## src/rtl/core/prs_ram.sv

```systemverilog
// ----------------------------------------------------------------------------
// prs_ram
// generic one-write one-read ram with registered read data
// ----------------------------------------------------------------------------
module prs_ram #(
  parameter int WIDTH = 8,
  parameter int DEPTH = 32
) (
  input  logic                     clk,
  input  logic                     we,
  input  logic [$clog2(DEPTH)-1:0] waddr,
  input  logic [WIDTH-1:0]         wdata,
  input  logic [$clog2(DEPTH)-1:0] raddr,
  output logic [WIDTH-1:0]         rdata
);

  logic [WIDTH-1:0] mem [DEPTH];

  always_ff @(posedge clk) begin
    if (we) begin
      mem[waddr] <= wdata;
    end
    rdata <= mem[raddr];
  end

endmodule

```

## config.mk

```make
export PLATFORM = sky130hd
export DESIGN_NAME = prs_ram
export DESIGN_NICKNAME = d
export VERILOG_FILES = /design/src/rtl/core/prs_ram.sv
export SDC_FILE = /design/constraint.sdc
export NUM_CORES = 1
export LEC_CHECK = 0
export ABC_AREA = 1
export BUFFER_PORTS_ARGS = -buffer_cell sky130_fd_sc_hd__buf_4
export CORE_MARGIN = 2
export CORE_UTILIZATION = 50
export DETAILED_ROUTE_END_ITERATION = 16
export GPL_ROUTABILITY_DRIVEN = 0
export PLACE_DENSITY = 0.81
export SLEW_MARGIN = 5
export SYNTH_ARGS = -nofsm -noshare
export SYNTH_HDL_FRONTEND = slang
export SYNTH_SLANG_ARGS = --single-unit
```

## constraint.sdc

```tcl
create_clock -name clk -period 1 [get_ports clk]
set_input_delay 0.05 -clock clk [delete_from_list [all_inputs] [get_ports clk]]
set_output_delay 0.05 -clock clk [all_outputs]
set_load 0.01 [all_outputs]
```

**Word-level counts from Yosys, hierarchy flattened**

Memory sizes are Yosys's and may differ from the RTL's. A register that Yosys moved wholly into a read port is not among the register bits.
Cells that the tools add are included.

- Input port bits: 20
- Output and inout bits: 8
- Flip-flop bits (word level): 0
- ROM bits: 0
- RAM bits: 256
- Logic and storage cells: 3
- Memories: 1
- Latch bits: 0

- Muxes and demuxes: 2
- Order comparisons: 0
- Bitwise operators: 0
- Multiply operators: 0
- Reductions and logical operators: 0
- Equality and inequality tests: 0
- Shift-type cells: 0
- $add $sub $neg: 0
- Div/mod/pow operators: 0

Memory list:

| name | words | bits a word | read ports | clocked after Yosys merged registers in | wr ports | RTL line | RTL |
|---|---|---|---|---|---|---|---|
| mem | 32 | 8 | 1 | 1 | 1 | 17 | `logic [WIDTH-1:0] mem [DEPTH];` |

Operators by type and width:

| operator | count |
|---|---|
| 1-bit 2-to-1 mux | 2 |

**Logic depth before layout (Yosys ltp)**

- Depth after elaboration: 2
- Gate-level depth with buffers: 11
- Depth with buffers taken out: 9

**Least setup slack after synthesis**

No wires, ideal clock.

- Kind: input port to flip-flop
- Start: input port waddr[0]
- End: memory mem[0][0], enable pin
- Buffers on the path: 0
- Library setup time: 0.370 ns
- Stages: 3
- Data required time: 0.630 ns
- Arrival: 0.714 ns
- Slack: -0.084 ns
- Path through: inv_1 -> nand3_1 -> nor2_1

RTL lines:

| item | RTL line | RTL |
|---|---|---|
| start: declaration | 11 | `input logic [$clog2(DEPTH)-1:0] waddr,` |
| end: declaration | 17 |  |

Straight into the memory's write port.

==> flow_metrics.py <==
metrics = {
    "clock_tree": {
        "clock-root-buffer": "sky130_fd_sc_hd__clkbuf_16",
        "clk_pin_slew_worst_paths_ns": 0.06,
        "number_of_sinks_driven_by_the_clock_tree": 264,
        "cts-htree-levels": 1,
        "clock_tree.buffer_depth": 3,
        "cts_tree": "done",
        "postCtsSetupBuffers": 0,
        "cts_hold_repair.buffers": 6,
        "total_cts_buffers": 25,
        "worstSkewPairLatency_ns": 0.52,
    },
    "die": {
        "placement_rows": 53,
        "initial_utilization": 0.512,
        "fp.coreArea_sq_um": 21100,
        "die-area_sq_um": 22800,
        "io-pin-count": 28,
        "die-width_um": 151,
        "die_y_um": 151,
    },
    "worst_setup_path": {
        "critPathArrivalTime_ns": 1.52,
        "reg2regPathDepth": 8,
        "path_class": "flop to flop",
        "worstReg2RegEnd": "rdata[1]",
        "worstPathMaxFanout": 1,
        "r2r_start": "mem[24][1]",
        "capturing_element_type_of_the_critical_path": "flop",
        "setup.reg_to_reg.worst_slack_ns": -0.12,
        "cp.required_ns": 1.40,
        "startpoint_type": "flop",
    },
    "layout": {
        "seq_area_sq_um": 7870,
        "area_growth_pct": 19.0,
        "post_route_cells_drive_above_1_share": 0.204,
        "fill_cells": 1552,
        "area_of_combinational_cells_with_multiple_inputs_sq_um": 2770,
        "antenna-diode-count": 0,
        "layout.core_utilization": 0.609,
        "finish.net_count": 1029,
    },
    "status": {
        "run_status": "finished, violations left",
        "violations": "hold timing, setup timing",
    },
    "timing": {
        "worst_path_setup_slack_after_routing_ns": -0.116,
        "rsz0062_at_grt": "true",
        "hold-worst-slack_ns": -0.162,
        "finish_stage_setup_viols": 15,
        "worst_slew_pin_slew_ns": 0.509,
        "fmaxAchievable_ghz": 0.896,
        "tmin_final_ns": 1.12,
        "drv_slew": 0,
        "max_slew_headroom_at_the_worst_pin": 0.661,
        "timing_hold_violations_final": 8,
        "layout_worst_path_cycle_share": 1.12,
        "fin_skew_ns": 0.0111,
    },
    "synth": {
        "synthMostInstantiatedCell": "sky130_fd_sc_hd__nand2_1",
        "yosysTopAreaCell": "sky130_fd_sc_hd__edfxtp_1",
        "unique_cell_type_count_in_the_yosys_netlist": 12,
        "asyncSetResetFlopFracSynth": 0,
        "netlist.area_leader.share": 0.713,
        "synthCells": 922,
        "postSynth.topFlopCell": "sky130_fd_sc_hd__edfxtp_1",
        "syn-num-nets": 942,
        "synth-warning-count": 0,
        "average_instance_area_after_synthesis_sq_um": 11.7,
        "syn_area_sq_um": 10800,
        "ys_ff_latch": 264,
        "synth_sequential_area_ratio": 0.728,
        "number_of_flops_mapped_to_enable_cells_by_yosys": 256,
        "netlist_top_cells_area": "sky130_fd_sc_hd__edfxtp_1 71%, sky130_fd_sc_hd__nand2_1 13%, sky130_fd_sc_hd__nand3_1 9.5%",
        "post_synth_most_frequent_cells": "360 x sky130_fd_sc_hd__nand2_1, 256 x sky130_fd_sc_hd__edfxtp_1, 204 x sky130_fd_sc_hd__nand3_1",
    },
    "placed_design": {
        "detailedPlacementHpwl_um": 15500,
        "port_buffers": 27,
        "placement.setup.worst_slack_ns": -0.349,
    },
    "route": {
        "top_layer": "met4",
        "drt_first_pass_iters": 5,
        "met2_length_um": 12700,
        "wl_per_cell_um": 19.8,
        "number_of_vias_after_detailed_routing": 7374,
        "drt-total-wl_um": 25700,
        "m1WireLength_um": 9650,
        "met3_wirelength_um": 2660,
        "antenna_violating_nets_post_route": 0,
        "post-route-drc-count": 0,
        "first_iter_violations": 1070,
        "post_drt_via_cell_ratio": 5.66,
    },
    "min_path": {
        "holdCritPathClass": "primary input to flop",
        "min_from": "raddr[4]",
        "holdPathEnd": "rdata[0]",
        "whs_path_depth": 3,
    },
    "global_routing": {
        "grt_overflow_total": 0,
        "grt_start_max_net_pins": 63,
        "vias_in_the_first_global_route": 7146,
        "grt_pass1_wl_um": 39400,
        "track_usage": 0.230,
        "antenna_found_initial": 0,
    },
    "job": {
        "timing.max_cap.violations": 0,
    },
    "pwr": {
        "power.ir.vdd_worst_mv": 1.54,
        "p_total_w": 0.0233,
        "power_density_nw_per_um2": 1820,
        "total_leakage_power_nw": 4.87,
    },
}
==> registers in the layout, indices dropped and copies added (netlist names) <==
| register | flops |
|---|---|
| mem | 256 |
| rdata | 8 |
==> cell usage in the layout, fill, tap and decap left out, types with 6 or more instances in the layout <==
cell type                       netlist  routed
sky130_fd_sc_hd__nand2_2              0      13
sky130_fd_sc_hd__clkbuf_16            0      25
sky130_fd_sc_hd__nand3_1            204     158
sky130_fd_sc_hd__buf_4                4      86
sky130_fd_sc_hd__clkbuf_1             7       6
sky130_fd_sc_hd__inv_1                8       8
sky130_fd_sc_hd__nand2_1            360     347
sky130_fd_sc_hd__clkinv_1             0       7
sky130_fd_sc_hd__edfxtp_1           256     256
sky130_fd_sc_hd__nor2_1              32      30
sky130_fd_sc_hd__dlygate4sd3_1        0       6
sky130_fd_sc_hd__buf_6               24       8
sky130_fd_sc_hd__buf_12               0      12
sky130_fd_sc_hd__nand3_2              0      45
==> what timing repair did <==
item | CTS | global route
gates resized for setup | 47 | 32
hold endpoints to repair | 190 | 8
pin swaps | 32 | 24
setup endpoints to repair | 16 | 16
==> kinds of logic after synthesis <==
| kind of cell | synth area share |
|---|---|
| flops | 0.728 |
| buf+inv | 0.0414 |
| simple gates | 0.231 |
==> cell type report <==
cell class	instances	share of cell area
inverter	10	0.00302
sequential	264	0.613
multi-input combinational	596	0.216
clock inverter	14	0.0106
timing repair buffer	112	0.0807
tap	275	0.0268
clock buffer	31	0.0505
==> worst max-delay path, cell delays in order (launching register included) <==
cell and delay, ns:
sky130_fd_sc_hd__edfxtp_1 0.37, sky130_fd_sc_hd__nand2_1 0.09, sky130_fd_sc_hd__nand3_2 0.12, sky130_fd_sc_hd__nand3_2 0.11
sky130_fd_sc_hd__nand2_1 0.06, sky130_fd_sc_hd__nand2_1 0.06, sky130_fd_sc_hd__nand2_1 0.05, sky130_fd_sc_hd__nand2_1 0.09
sky130_fd_sc_hd__nand2_1 0.05
==> worst max path at each step <==
stage | from | to | slack [ns] | cells past startpoint
2_1_floorplan | waddr[0] | mem[0][0] | -0.08 | 3
3_3_place_gp | raddr[0] | rdata[1] | -0.35 | 10
3_5_place_dp | raddr[0] | rdata[1] | -0.35 | 10
4_1_cts | mem[9][0] | rdata[0] | -0.08 | 8
5_1_grt | mem[2][4] | rdata[4] | -0.18 | 8
6_report | mem[24][1] | rdata[1] | -0.12 | 8
==> metrics by stage <==
| stage | TNS [ns] | std cells | hold slack, ns | cell area, sq um |
|---|---|---|---|---|
| CTS | -0.858 | 1302 | -0.182 | 12700 |
| global placement | -22.90 | 1251 | 0.340 | 11700 |
| detailed placement | -30.65 | 1251 | 0.345 | 11700 |
| floorplan | -18.21 | 922 | 0.149 | 10800 |
| finish | -0.958 | 1302 | -0.162 | 12800 |
| global route | -1.64 | 1302 | -0.162 | 12800 |
==> layer usage <==
layer | GRT usage | up-vias
met5 | 0 | -
met4 | 0.0729 | 0
met3 | 0.0364 | 61
met2 | 0.381 | 409
met1 | 0.315 | 3537
li1 | - | 3367
==> power breakdown <==
part	switching, W	internal (W)
sequential	0.0000774	0.0123
clock	0.00380	0.00534
combinational	0.00117	0.000623
Power figures use the tool's default switching activity.
